<file path="src/imhq_pkg.sv">
// Package for the indexed min-heap queue: sizes, command and status codes,
// item structs and a score clamp function. No dependencies.
package imhq_pkg;
  localparam int unsigned Capacity  = 64;
  localparam int unsigned IdCount   = 64;
  localparam int unsigned ScoreBits = 16;
  localparam int unsigned SlotW     = $clog2(Capacity);
  localparam int unsigned CountW    = $clog2(Capacity + 1);
  localparam int unsigned IdW       = 6;

  localparam logic signed [ScoreBits-1:0] ScoreMax = {1'b0, {(ScoreBits-1){1'b1}}};
  localparam logic signed [ScoreBits-1:0] ScoreMin = {1'b1, {(ScoreBits-1){1'b0}}};

  typedef enum logic [2:0] {
    CMD_INSERT = 3'd0,
    CMD_REMOVE = 3'd1,
    CMD_ADD    = 3'd2,
    CMD_SUB    = 3'd3,
    CMD_FIND   = 3'd4
  } cmd_e;

  typedef enum logic [2:0] {
    ST_OK      = 3'd0,
    ST_NO_ID   = 3'd1,
    ST_EMPTY   = 3'd2,
    ST_FULL    = 3'd3,
    ST_DUP     = 3'd4
  } status_e;

  typedef struct packed {
    logic [2:0]         cmd;
    logic [IdW-1:0]     entry_id;
    logic signed [15:0] amount;
  } req_t;

  typedef struct packed {
    logic [2:0]         status;
    logic [IdW-1:0]     result_id;
    logic signed [15:0] result_score;
    logic [5:0]         result_position;
    logic [6:0]         entry_count;
  } rsp_t;

  // one write to the heap store, also updates id table
  typedef struct packed {
    logic                        en;
    logic [SlotW-1:0]            slot;
    logic [IdW-1:0]              id;
    logic signed [ScoreBits-1:0] score;
  } slot_wr_t;

  function automatic logic signed [ScoreBits-1:0] clamp(input logic signed [ScoreBits+1:0] v);
    if (v > $signed({{2{ScoreMax[ScoreBits-1]}}, ScoreMax})) return ScoreMax;
    if (v < $signed({{2{ScoreMin[ScoreBits-1]}}, ScoreMin})) return ScoreMin;
    return v[ScoreBits-1:0];
  endfunction
endpackage

</file>
<file path="src/imhq_if.sv">
// Valid/ready channel interface for the heap queue.
// Depends on imhq_pkg.
interface imhq_req_if import imhq_pkg::*; ();
  logic valid;
  logic ready;
  req_t data;
  modport source (output valid, output data, input ready);
  modport sink   (input valid, input data, output ready);
endinterface

interface imhq_rsp_if import imhq_pkg::*; ();
  logic valid;
  logic ready;
  rsp_t data;
  modport source (output valid, output data, input ready);
  modport sink   (input valid, input data, output ready);
endinterface

</file>
<file path="src/imhq_store.sv">
// Heap memories: slot store (id, score) with two read ports, and id-to-slot
// table with one read port. Registered reads. Depends on imhq_pkg.
module imhq_store import imhq_pkg::*; (
  input  logic                        clk_i,
  input  slot_wr_t                    wr_i,
  input  logic [SlotW-1:0]            ra_i,
  input  logic [SlotW-1:0]            rb_i,
  input  logic [IdW-1:0]              rid_i,
  output logic [IdW-1:0]              a_id_o,
  output logic signed [ScoreBits-1:0] a_score_o,
  output logic [IdW-1:0]              b_id_o,
  output logic signed [ScoreBits-1:0] b_score_o,
  output logic [SlotW-1:0]            id_slot_o
);
  logic [IdW-1:0]              sid_mem [Capacity];
  logic signed [ScoreBits-1:0] ssc_mem [Capacity];
  logic [SlotW-1:0]            ids_mem [IdCount];

  always_ff @(posedge clk_i) begin
    if (wr_i.en) begin
      sid_mem[wr_i.slot] <= wr_i.id;
      ssc_mem[wr_i.slot] <= wr_i.score;
      ids_mem[wr_i.id]   <= wr_i.slot;
    end
    a_id_o    <= sid_mem[ra_i];
    a_score_o <= ssc_mem[ra_i];
    b_id_o    <= sid_mem[rb_i];
    b_score_o <= ssc_mem[rb_i];
    id_slot_o <= ids_mem[rid_i];
  end
endmodule

</file>
<file path="src/imhq_ctrl.sv">
// Sequencer for insert, remove, adjust and find: reads, compares and writes
// back the heap store one level at a time. Depends on imhq_pkg, imhq_if, imhq_store.
module imhq_ctrl import imhq_pkg::*; (
  input  logic clk_i,
  input  logic rst_ni,
  imhq_req_if.sink   req,
  imhq_rsp_if.source rsp
);
  typedef enum logic [3:0] {
    S_IDLE, S_LOOK, S_ADJ, S_SCORE, S_UPRD, S_UPCMP, S_DNRD, S_DNCMP, S_DONE, S_OUT
  } state_e;

  state_e state_q;
  req_t   req_q;
  logic [CountW-1:0] count_q;
  logic [IdCount-1:0] present_q;
  logic [SlotW-1:0] pos_q;
  logic [IdW-1:0] cid_q;
  logic signed [ScoreBits-1:0] csc_q;
  logic moved_q;
  rsp_t rsp_q;
  logic rsp_v_q;

  slot_wr_t wr;
  logic [SlotW-1:0] ra, rb;
  logic [IdW-1:0] a_id, b_id;
  logic signed [ScoreBits-1:0] a_sc, b_sc;
  logic [SlotW-1:0] id_slot;

  imhq_store u_store (
    .clk_i, .wr_i(wr), .ra_i(ra), .rb_i(rb), .rid_i(req_q.entry_id),
    .a_id_o(a_id), .a_score_o(a_sc), .b_id_o(b_id), .b_score_o(b_sc),
    .id_slot_o(id_slot)
  );

  // child indices of pos_q, wider to test against the count
  logic [SlotW+1:0] lc, rc;
  logic l_ok, r_ok;
  assign lc = {1'b0, pos_q, 1'b1};
  assign rc = {1'b0, pos_q, 1'b0} + (SlotW+2)'(2);
  assign l_ok = lc < (SlotW+2)'(count_q);
  assign r_ok = rc < (SlotW+2)'(count_q);

  logic [SlotW-1:0] parent;
  assign parent = SlotW'((pos_q - SlotW'(1)) >> 1);

  logic [SlotW-1:0] last;
  assign last = SlotW'(count_q - CountW'(1));

  // adjusted score, two guard bits before clamping
  logic signed [ScoreBits+1:0] adj_sum;
  assign adj_sum = (req_q.cmd == CMD_ADD) ?
      (ScoreBits+2)'(a_sc) + (ScoreBits+2)'(req_q.amount) :
      (ScoreBits+2)'(a_sc) - (ScoreBits+2)'(req_q.amount);

  // status decided from presence bits and count
  rsp_t look_rsp;
  logic ins_ok;
  always_comb begin
    look_rsp = '0;
    look_rsp.result_id = req_q.entry_id;
    look_rsp.entry_count = 7'(count_q);
    ins_ok = 1'b0;
    case (req_q.cmd)
      CMD_INSERT: begin
        if (present_q[req_q.entry_id]) look_rsp.status = ST_DUP;
        else if (count_q >= CountW'(Capacity)) look_rsp.status = ST_FULL;
        else begin
          ins_ok = 1'b1;
          look_rsp.entry_count = 7'(count_q + CountW'(1));
        end
      end
      CMD_REMOVE: begin
        look_rsp.result_id = '0;
        if (count_q == '0) look_rsp.status = ST_EMPTY;
      end
      CMD_ADD, CMD_SUB, CMD_FIND: begin
        if (!present_q[req_q.entry_id]) look_rsp.status = ST_NO_ID;
      end
      default: look_rsp.result_id = '0;
    endcase
  end

  always_comb begin
    ra = pos_q;
    rb = pos_q;
    case (state_q)
      S_LOOK:  begin ra = SlotW'(0); rb = last; end
      S_ADJ:   ra = id_slot;
      S_UPRD:  ra = parent;
      S_DNRD:  begin ra = lc[SlotW-1:0]; rb = rc[SlotW-1:0]; end
      default: ;
    endcase
  end

  // sift-down choice
  logic dn_l, dn_r;
  always_comb begin
    dn_l = l_ok && (a_sc < csc_q);
    dn_r = r_ok && (b_sc < (dn_l ? a_sc : csc_q));
  end

  always_comb begin
    wr = '0;
    case (state_q)
      S_UPCMP: begin
        wr.slot = pos_q;
        if (a_sc > csc_q) begin
          wr.en = 1'b1; wr.id = a_id; wr.score = a_sc;
        end
      end
      S_DNCMP: begin
        wr.slot = pos_q;
        if (dn_r) begin
          wr.en = 1'b1; wr.id = b_id; wr.score = b_sc;
        end else if (dn_l) begin
          wr.en = 1'b1; wr.id = a_id; wr.score = a_sc;
        end
      end
      S_DONE: begin
        wr.en = 1'b1; wr.slot = pos_q; wr.id = cid_q; wr.score = csc_q;
      end
      default: ;
    endcase
  end

  assign req.ready = (state_q == S_IDLE) && !rsp_v_q;
  assign rsp.valid = rsp_v_q;
  assign rsp.data  = rsp_q;

  always_ff @(posedge clk_i or negedge rst_ni) begin
    if (!rst_ni) begin
      state_q   <= S_IDLE;
      count_q   <= '0;
      present_q <= '0;
      rsp_v_q   <= 1'b0;
      req_q     <= '0;
      pos_q     <= '0;
      cid_q     <= '0;
      csc_q     <= '0;
      moved_q   <= 1'b0;
      rsp_q     <= '0;
    end else begin
      if (state_q == S_OUT) rsp_v_q <= 1'b1;
      else if (rsp.ready) rsp_v_q <= 1'b0;
      case (state_q)
        S_IDLE: if (req.valid && !rsp_v_q) begin
          req_q   <= req.data;
          state_q <= S_LOOK;
        end
        S_LOOK: begin
          rsp_q <= look_rsp;
          case (req_q.cmd)
            CMD_INSERT: state_q <= !ins_ok ? S_OUT : ((count_q == '0) ? S_DONE : S_UPRD);
            CMD_REMOVE, CMD_ADD, CMD_SUB, CMD_FIND:
              state_q <= (look_rsp.status == ST_OK) ? S_ADJ : S_OUT;
            default: state_q <= S_OUT;
          endcase
          if (ins_ok) begin
            present_q[req_q.entry_id] <= 1'b1;
            pos_q   <= SlotW'(count_q);
            count_q <= count_q + CountW'(1);
            cid_q   <= req_q.entry_id;
            csc_q   <= req_q.amount;
          end
        end
        S_ADJ: begin
          if (req_q.cmd == CMD_REMOVE) begin
            // root and last entry are on ports a and b
            rsp_q <= '{status: ST_OK, result_id: a_id, result_score: a_sc,
                       result_position: '0, entry_count: 7'(count_q - CountW'(1))};
            present_q[a_id] <= 1'b0;
            count_q <= count_q - CountW'(1);
            cid_q <= b_id;
            csc_q <= b_sc;
            pos_q <= '0;
            // a lone entry just leaves
            state_q <= (count_q == CountW'(1)) ? S_OUT : S_DNRD;
          end else begin
            pos_q   <= id_slot;
            state_q <= S_SCORE;
          end
        end
        S_SCORE: begin
          // a_sc is the entry's current score
          moved_q <= 1'b0;
          cid_q   <= req_q.entry_id;
          if (req_q.cmd == CMD_FIND) begin
            rsp_q <= '{status: ST_OK, result_id: req_q.entry_id, result_score: a_sc,
                       result_position: pos_q, entry_count: rsp_q.entry_count};
            state_q <= S_OUT;
          end else begin
            csc_q   <= clamp(adj_sum);
            state_q <= (pos_q == '0) ? S_DNRD : S_UPRD;
          end
        end
        S_UPRD: state_q <= S_UPCMP;
        S_UPCMP: begin
          if (a_sc > csc_q) begin
            pos_q   <= parent;
            moved_q <= 1'b1;
            state_q <= (parent == '0) ? S_DONE : S_UPRD;
          end else begin
            // an entry that rose cannot sink
            state_q <= (req_q.cmd == CMD_INSERT || moved_q) ? S_DONE : S_DNRD;
          end
        end
        S_DNRD: state_q <= l_ok ? S_DNCMP : S_DONE;
        S_DNCMP: begin
          if (dn_r) begin pos_q <= rc[SlotW-1:0]; state_q <= S_DNRD; end
          else if (dn_l) begin pos_q <= lc[SlotW-1:0]; state_q <= S_DNRD; end
          else state_q <= S_DONE;
        end
        S_DONE: begin
          if (req_q.cmd != CMD_REMOVE) begin
            rsp_q <= '{status: rsp_q.status, result_id: rsp_q.result_id,
                       result_score: csc_q, result_position: pos_q,
                       entry_count: rsp_q.entry_count};
          end
          state_q <= S_OUT;
        end
        S_OUT: state_q <= S_IDLE;
        default: state_q <= S_IDLE;
      endcase
    end
  end
endmodule

</file>
<file path="src/indexed_min_heap_queue_top.sv">
// Indexed min-heap queue top level.
// Item channel req (cmd, entry_id, amount) and result channel rsp, both
// valid/ready; an item moves when valid and ready are high at a clock edge.
// The heap of (id, score) pairs lives in a dual-read slot memory and an
// id-to-slot memory, both with registered reads; presence bits and the
// count are flip-flops.
// One item is handled at a time. Errors and unknown commands go from the
// lookup straight to the output register; find first reads the id table
// and then the slot store; an insert into an empty heap writes its slot
// directly; insert, remove and adjust sift one heap level at a time, with
// a read step and then a compare and write-back step for each level.
// The next item is taken the cycle after the result has left the output
// register; a stalled receiver holds the result and the block waits.
// Reset clears the presence bits, the count and the control state; the
// memories are not cleared and need no sweep.
module indexed_min_heap_queue_top import imhq_pkg::*; (
  input logic clk_i,
  input logic rst_ni,
  imhq_req_if.sink   req,
  imhq_rsp_if.source rsp
);
  imhq_ctrl u_ctrl (.clk_i, .rst_ni, .req, .rsp);

  a_ok_pos: assert property (@(posedge clk_i) disable iff (!rst_ni)
    rsp.valid && rsp.data.status == ST_OK && rsp.data.entry_count != '0 |->
      7'(rsp.data.result_position) < rsp.data.entry_count ||
      rsp.data.result_position == '0)
    else $error("position beyond count");
  a_count: assert property (@(posedge clk_i) disable iff (!rst_ni)
    rsp.valid |-> rsp.data.entry_count <= 7'(Capacity))
    else $error("count overflow");
  a_noacc: assert property (@(posedge clk_i) disable iff (!rst_ni)
    rsp.valid |-> !req.ready)
    else $error("item accepted with result pending");
endmodule
</file>
<file path="src/flat_wrapper.sv">
// flat-port wrapper written by rule: the top's interface ports become plain ports
module indexed_min_heap_queue_top_flat import imhq_pkg::*;
  (clk_i, rst_ni, req_valid, req_data, req_ready, rsp_valid, rsp_data, rsp_ready);
  imhq_req_if req_i ();
  imhq_rsp_if rsp_i ();
  input logic clk_i;
  input logic rst_ni;
  input wire logic [$bits(req_i.valid)-1:0] req_valid;
  input wire logic [$bits(req_i.data)-1:0] req_data;
  output wire logic [$bits(req_i.ready)-1:0] req_ready;
  output wire logic [$bits(rsp_i.valid)-1:0] rsp_valid;
  output wire logic [$bits(rsp_i.data)-1:0] rsp_data;
  input wire logic [$bits(rsp_i.ready)-1:0] rsp_ready;
  assign req_i.valid = req_valid;
  assign req_i.data = req_data;
  assign req_ready = req_i.ready;
  assign rsp_valid = rsp_i.valid;
  assign rsp_data = rsp_i.data;
  assign rsp_i.ready = rsp_ready;
  indexed_min_heap_queue_top u_core (.clk_i(clk_i), .rst_ni(rst_ni), .req(req_i), .rsp(rsp_i));
endmodule
</file>
<file path="config.mk">
export PLATFORM = sky130hd
export DESIGN_NAME = indexed_min_heap_queue_top_flat
export DESIGN_NICKNAME = d
export VERILOG_FILES = /design/src/imhq_pkg.sv /design/src/imhq_if.sv /design/src/imhq_store.sv /design/src/imhq_ctrl.sv /design/src/indexed_min_heap_queue_top.sv /design/src/flat_wrapper.sv
export SDC_FILE = /design/constraint.sdc
export NUM_CORES = 2
export LEC_CHECK = 0
export BUFFER_PORTS_ARGS = -buffer_cell sky130_fd_sc_hd__buf_2
export CAP_MARGIN = 20
export CELL_PAD_IN_SITES_DETAIL_PLACEMENT = 0
export CELL_PAD_IN_SITES_GLOBAL_PLACEMENT = 1
export CORE_ASPECT_RATIO = 1.1
export CORE_MARGIN = 5
export CORE_UTILIZATION = 50
export DETAILED_ROUTE_END_ITERATION = 10
export PLACE_DENSITY_LB_ADDON = 0.1
export SYNTH_ARGS = -nofsm -noshare
export SYNTH_HDL_FRONTEND = slang
export SYNTH_HIERARCHICAL = 1
export SYNTH_SLANG_ARGS = --single-unit
export TNS_END_PERCENT = 50
</file>
<file path="constraint.sdc">
create_clock -name clk_i -period 8.1 [get_ports clk_i]
set_clock_uncertainty 0.05 [all_clocks]
set_input_delay 0.405 -clock clk_i [delete_from_list [all_inputs] [get_ports clk_i]]
set_output_delay 0.405 -clock clk_i [all_outputs]
set_load 0.02 [all_outputs]
</file>
# After elaboration in Yosys (flattened, before gate mapping)
# Memories as Yosys holds them, arrays and structs flattened. A register that Yosys moved wholly into a read port is not among the register bits.
# Index checks and enable logic that the tools add are counted.
dict set report op_classes {
  shifts 0
  n_mul 0
  magnitude_cmp 12
  mux 85
  add_sub_neg 6
  bitwise 5
  reduce_logical 32
  n_div 0
  n_eq_ne 23
}
# cell n
set ops {}
lappend ops {{38-bit case mux with 4 select lines} 1}
lappend ops {{16-bit 2-to-1 mux} 8}
lappend ops {{64-bit 2-to-1 mux} 2}
lappend ops {{64-bit case mux with 2 select lines} 1}
lappend ops {{29-bit case mux with 3 select lines} 1}
lappend ops {{38-bit 2-to-1 mux} 2}
lappend ops {{22-bit 2-to-1 mux} 3}
lappend ops {{64-bit bitwise AND} 1}
lappend ops {{64-bit NOT} 1}
lappend ops {{64-bit OR} 1}
lappend ops {{4-bit 2-to-1 mux} 13}
lappend ops {{6-bit 2-to-1 mux} 8}
lappend ops {{16-bit case mux with 3 select lines} 1}
lappend ops {{6-bit case mux with 4 select lines} 2}
lappend ops {{4-bit case mux with 9 select lines} 1}
lappend ops {{7-bit 2-to-1 mux} 5}
lappend ops {{16-bit < comparator} 2}
lappend ops {{29-bit 2-to-1 mux} 1}
lappend ops {{1-bit 2-to-1 mux} 22}
lappend ops {{4-bit AND reduction} 5}
lappend ops {{18-bit by 16-bit greater-than comparator with 1-bit output, second input constant} 1}
lappend ops {{18-bit by 16-bit < comparator with 1-bit output, second input constant} 1}
lappend ops {{18-bit 2-to-1 mux} 1}
lappend ops {{6-bit case mux with 3 select lines} 1}
lappend ops {{48 further kinds} 78}
dict set report totals {
  rom_bits 0
  ff_bits 168
  ramBits 1792
  latch_bits 0
  elab_cells 182
  n_memories 3
}
# name words word_bits rd rd_ports_with_merged_regs wr line
set memory_table {}
lappend memory_table {u_core.u_ctrl.u_store.ssc_mem 64 16 2 2 1 imhq_store.sv:16} ;# logic signed [ScoreBits-1:0] ssc_mem [Capacity];
lappend memory_table {u_core.u_ctrl.u_store.ids_mem 64 6 1 1 1 imhq_store.sv:17} ;# logic [SlotW-1:0] ids_mem [IdCount];
lappend memory_table {u_core.u_ctrl.u_store.sid_mem 64 6 2 2 1 imhq_store.sv:15} ;# logic [IdW-1:0] sid_mem [Capacity];

# Logic depth before layout (Yosys ltp)
dict set report logic_depth {
  ltp_word 13
  ltp_mapped 26
  ltp_nobuf 23
}

# Cells and area by module
# Netlist, hierarchy kept.
# mod area_per_inst_um2 cells_each seq_area_each_um2 n_inst
set by_module_without_submodules {}
lappend by_module_without_submodules {imhq_store 80962.6 3916 54812.6 1}
lappend by_module_without_submodules {imhq_ctrl 12479.5 1441 4204.0 1}

# Worst setup path before layout
# No wires, ideal clock.
dict set report synth_path {
  kind {reg-to-reg}
  from {register u_core.u_ctrl.csc_q[15]}
  to {memory u_core/u_ctrl/u_store/ids_mem[54][0] (netlist name) (enable)}
  arrival_time_ps 8498
  stages_incl_launch_ff 24
  n_path_buf 3
  setup_slack_ps -808
  path_cell_list {dfrtp_1 inv_1 ha_1 and4_1 nand2_1 a2111oi_0 nor4_1 nor3_1 buf_2 mux2i_1 ha_1 a211oi_1 o22ai_1 nor3_1 o21ai_0 nor2_1 a21boi_1 o31a_1 buf_4 buf_4 a21oi_1 o21ai_0 nand3_1 nor2_1}
}
# element line
set synth_lines {}
lappend synth_lines {{start, declared} imhq_ctrl.sv:19} ;# logic signed [ScoreBits-1:0] csc_q;
lappend synth_lines {{start signal, assigned} imhq_ctrl.sv:164} ;# csc_q <= req_q.amount;
lappend synth_lines {{start signal, assigned} imhq_ctrl.sv:175} ;# csc_q <= b_sc;
lappend synth_lines {{start signal, assigned} imhq_ctrl.sv:193} ;# csc_q <= clamp(adj_sum);
lappend synth_lines {{end, declared} imhq_store.sv:17}

==> flow_summary.ini <==
[run_status]
status = complete, no violations

[logic_synthesis]
post-synth-top-area-fraction_pct = 57.6
yosys_warnings = 6
synth_top_cells_by_area = edfxtp_1 58%, mux4_2 19%, dfrtp_1 4.5%, mux2i_1 2.6%, nor2_1 1.2%
syn_area_per_cell_sq_um = 17.4
synth.distinct_cells = 93
syn_nets = 5454
synth_ff_type = edfxtp_1
async_flop_share_pct = 8.36
synth.top_cells.by_count = 1,792 x edfxtp_1, 770 x mux4_2, 304 x nor2_1, 246 x mux2i_1, 191 x o21ai_0
ys_ff_latch = 2010
synth.most_common_cell = edfxtp_1
syn_inst = 5357
yosysSeqAreaShare_pct = 63.2
synth_top_area_cell = edfxtp_1
synth_edf_count = 1792
netlist_area_sq_um = 93400

[power_and_ir_drop]
powerDensity_nw_per_um2 = 449
ir_drop_uv = 394
finalPower_w = 0.0470
power.internal_w = 0.0279
clkPwrFrac_pct = 21.4
swShare_pct = 40.5
power.leakage_nw = 33.8
seqPwrFrac_pct = 29.1
combPwrFrac_pct = 49.6
p_switching_w = 0.0190

[finish]
drive_above_1_share_pct = 28.5
utilization_pct = 56.2
area_growth_pct = 11.9
final_nets = 5548

[drt]
antenna_left = 0
vias = 54924
vias_per_cell = 6.81
drtIter0Drc = 6701
post_drt_wl_per_cell_um = 34.9
drc = 0
routed_wirelength_um = 282000
firstDrtPassIters = 5

[timing]
slew_headroom_pct = 13.1
period_share_pct = 93.6
hold_viol = 0
tightest_slew_ns = 1.29
tns_ns = 0
period_minus_slack_ns = 7.58
finalSetupViolations = 0
max_freq_mhz = 132
rsz0062_at_grt = false
worst_slack_ns = 0.518
slew_viol_final = 0
whs_ns = 0.0591

[grt]
grtUsageTotal_pct = 28.5
grt_pass1_wl_um = 403000
grt_max_degree = 82
antenna_found_initial = 19
grt_overflow = 0
grt_pass1_vias = 54545

[setup_path]
reg2reg_to = u_core/u_ctrl/u_store/ssc_mem[8][8]$_DFFE_PP_
cp-end-kind = flip-flop
max_stage_delay_ns = 0.77
slowest_stage = nor2_4
worstSetupStartpointType = flip-flop
critical_path.top_delay_family = simple AND/OR/NAND/NOR gates
critPathArrivalTime_ns = 8.01
critical_path_class = flip-flop to flip-flop
reg2regPathDepth = 22
crit_chain = inv_1 > ha_1 > and4_1 > nand2_1 > a2111oi_0 > nor4_1 > nor3_2 > mux2i_1 > ha_1 > a211oi_1 > o22ai_1 > nor3_1 > o21ai_0 > nor2_1 > a21boi_1 > o31ai_4 > a21oi_1 > or3_1 > nor2b_1 > nand2_1 > buf_4 > nor2_4
cp_num_buf_inv = 2
r2r-start = u_core/u_ctrl/csc_q[15]$_DFFE_PN0P_
path_max_fanout = 22
required_ns = 8.53
r2r_slack_ns = 0.52

[die]
initial_core_util_pct = 50.3
core_sq_um = 186000
rows = 166
io_pins = 69
die_w_um = 422
dieArea_sq_um = 196000
dieHeight_um = 463

[clock_tree]
cts_inserted_buffers = 205
htree_levels = 4
cts_setup_buffers = 0
cts_resized = 0
cts.sinks = 2010
ctsHoldBuffers = 28
cts_buffer_depth = 3
root_buffer = clkbuf_16
clk_latency_ns = 0.88
cts_tree = done
clkTransAtPathRegs_ns = 0.07

[place]
hpwl_um = 185000
dp_slack_ns = 0.617
portBuffers = 68
place_congestion = 0.897

[worst_hold_path]
hp-class = input pin to asynchronous set/reset pin

[job]
maxCapViolations = 0
==> cells in the final DEF (no fill, tap or decap), types with 60 or more instances in the layout <==
| cell type | n |
|---|---|
| a21oi_1 | 131 |
| a22oi_1 | 98 |
| buf_2 | 67 |
| buf_4 | 148 |
| clkbuf_16 | 208 |
| dfrtp_1 | 165 |
| edfxtp_1 | 1792 |
| ha_1 | 67 |
| mux2_2 | 101 |
| mux2i_1 | 246 |
| mux4_2 | 770 |
| nand2_1 | 136 |
| nand3_1 | 60 |
| nor2_1 | 235 |
| o21ai_0 | 164 |
| o22ai_1 | 175 |
==> through the flow <==
stage | std cells | instance area, sq um
final | 8068 | 105000
after global routing | 8064 | 105000
after global placement | 7650 | 97100
after detailed placement | 7651 | 97100
after CTS | 8061 | 105000
after floorplan | 5357 | 93400
==> logic make-up after synthesis <==
family                     Yosys count  share of synthesized area (%)
and+or+nand+nor                    812                           4.38
xor gates and xnor gates            47                          0.441
muxes                             1125                           22.6
adders and majority gates           68                          0.919
buffers and inverters              423                           2.33
DFF                               2010                           63.2
AOI/OAI and AO/OA                  872                           6.20
==> worst register-to-register path: stages (launching register included) <==
cell and delay, ns:
dfrtp_1 0.39, inv_1 0.08, ha_1 0.37, and4_1 0.26
nand2_1 0.11, a2111oi_0 0.56, nor4_1 0.17, nor3_2 0.58
mux2i_1 0.29, ha_1 0.27, a211oi_1 0.27, o22ai_1 0.13
nor3_1 0.14, o21ai_0 0.17, nor2_1 0.17, a21boi_1 0.33
o31ai_4 0.08, a21oi_1 0.45, or3_1 0.63, nor2b_1 0.34
nand2_1 0.26, buf_4 0.28, nor2_4 0.77
==> flip-flops by register name (all words and copies together) (netlist names) <==
| signal | flops |
|---|---|
| u_core/u_ctrl/cid_q | 6 |
| u_core/u_ctrl/count_q | 7 |
| u_core/u_ctrl/csc_q | 16 |
| u_core/u_ctrl/moved_q | 1 |
| u_core/u_ctrl/pos_q | 6 |
| u_core/u_ctrl/present_q | 64 |
| u_core/u_ctrl/req_q | 25 |
| u_core/u_ctrl/rsp.data | 38 |
| u_core/u_ctrl/rsp.valid | 1 |
| u_core/u_ctrl/state_q | 4 |
| u_core/u_ctrl/u_store/a_id_o | 6 |
| u_core/u_ctrl/u_store/a_score_o | 16 |
| u_core/u_ctrl/u_store/b_id_o | 6 |
| u_core/u_ctrl/u_store/b_score_o | 16 |
| u_core/u_ctrl/u_store/id_slot_o | 6 |
| u_core/u_ctrl/u_store/ids_mem | 384 |
| u_core/u_ctrl/u_store/sid_mem | 384 |
| u_core/u_ctrl/u_store/ssc_mem | 1024 |
==> worst max-delay path by stage <==
stage	startpoint	end	slack, ns	cells past startpoint
6_report	u_core/u_ctrl/csc_q[15]$_DFFE_PN0P_	u_core/u_ctrl/u_store/ssc_mem[8][8]$_DFFE_PP_	0.52	22
5_1_grt	u_core/u_ctrl/csc_q[15]$_DFFE_PN0P_	u_core/u_ctrl/u_store/ssc_mem[43][0]$_DFFE_PP_	0.26	22
4_1_cts	u_core/u_ctrl/count_q[2]$_DFFE_PN0P_	u_core/u_ctrl/u_store/ssc_mem[43][11]$_DFFE_PP_	0.57	22
3_5_place_dp	u_core/u_ctrl/csc_q[15]$_DFFE_PN0P_	u_core/u_ctrl/u_store/ssc_mem[43][3]$_DFFE_PP_	0.62	21
3_3_place_gp	u_core/u_ctrl/count_q[2]$_DFFE_PN0P_	u_core/u_ctrl/u_store/ssc_mem[43][3]$_DFFE_PP_	0.67	22
2_1_floorplan	u_core/u_ctrl/csc_q[15]$_DFFE_PN0P_	u_core/u_ctrl/u_store/ssc_mem[0][10]$_DFFE_PP_	0.37	21
==> power groups by stage <==
stage               Sequential, W  Combinational [W]  Clock, W
floorplan                  0.0135             0.0157         0
global placement           0.0138             0.0231         0
detailed placement         0.0139             0.0231         0
CTS                        0.0136             0.0232    0.0102
global route               0.0137             0.0245    0.0107
finish                     0.0136             0.0233    0.0100
==> per-layer routing <==
metal	part of all wire [%]	global-route usage, %	vias to the layer above	wire, um
met2	49	46.3	2741	137000
met5	0.020	0	-	55
li1	-	-	22571	-
met4	3.3	9.38	8	9350
met3	8.7	5.42	417	24400
met1	39	39.4	29187	111000
==> final cells by class <==
cell class	count	area (sq um)
flip-flops and latches	2010	59000
repair buffers	263	2110
clock inverters	132	1780
diodes	6	15.0
well taps	2436	3050
fillers	14138	81300
multi-input cells	2924	33000
clock buffers	250	5390
inverters	47	176
(Power assumes the default switching activity.)
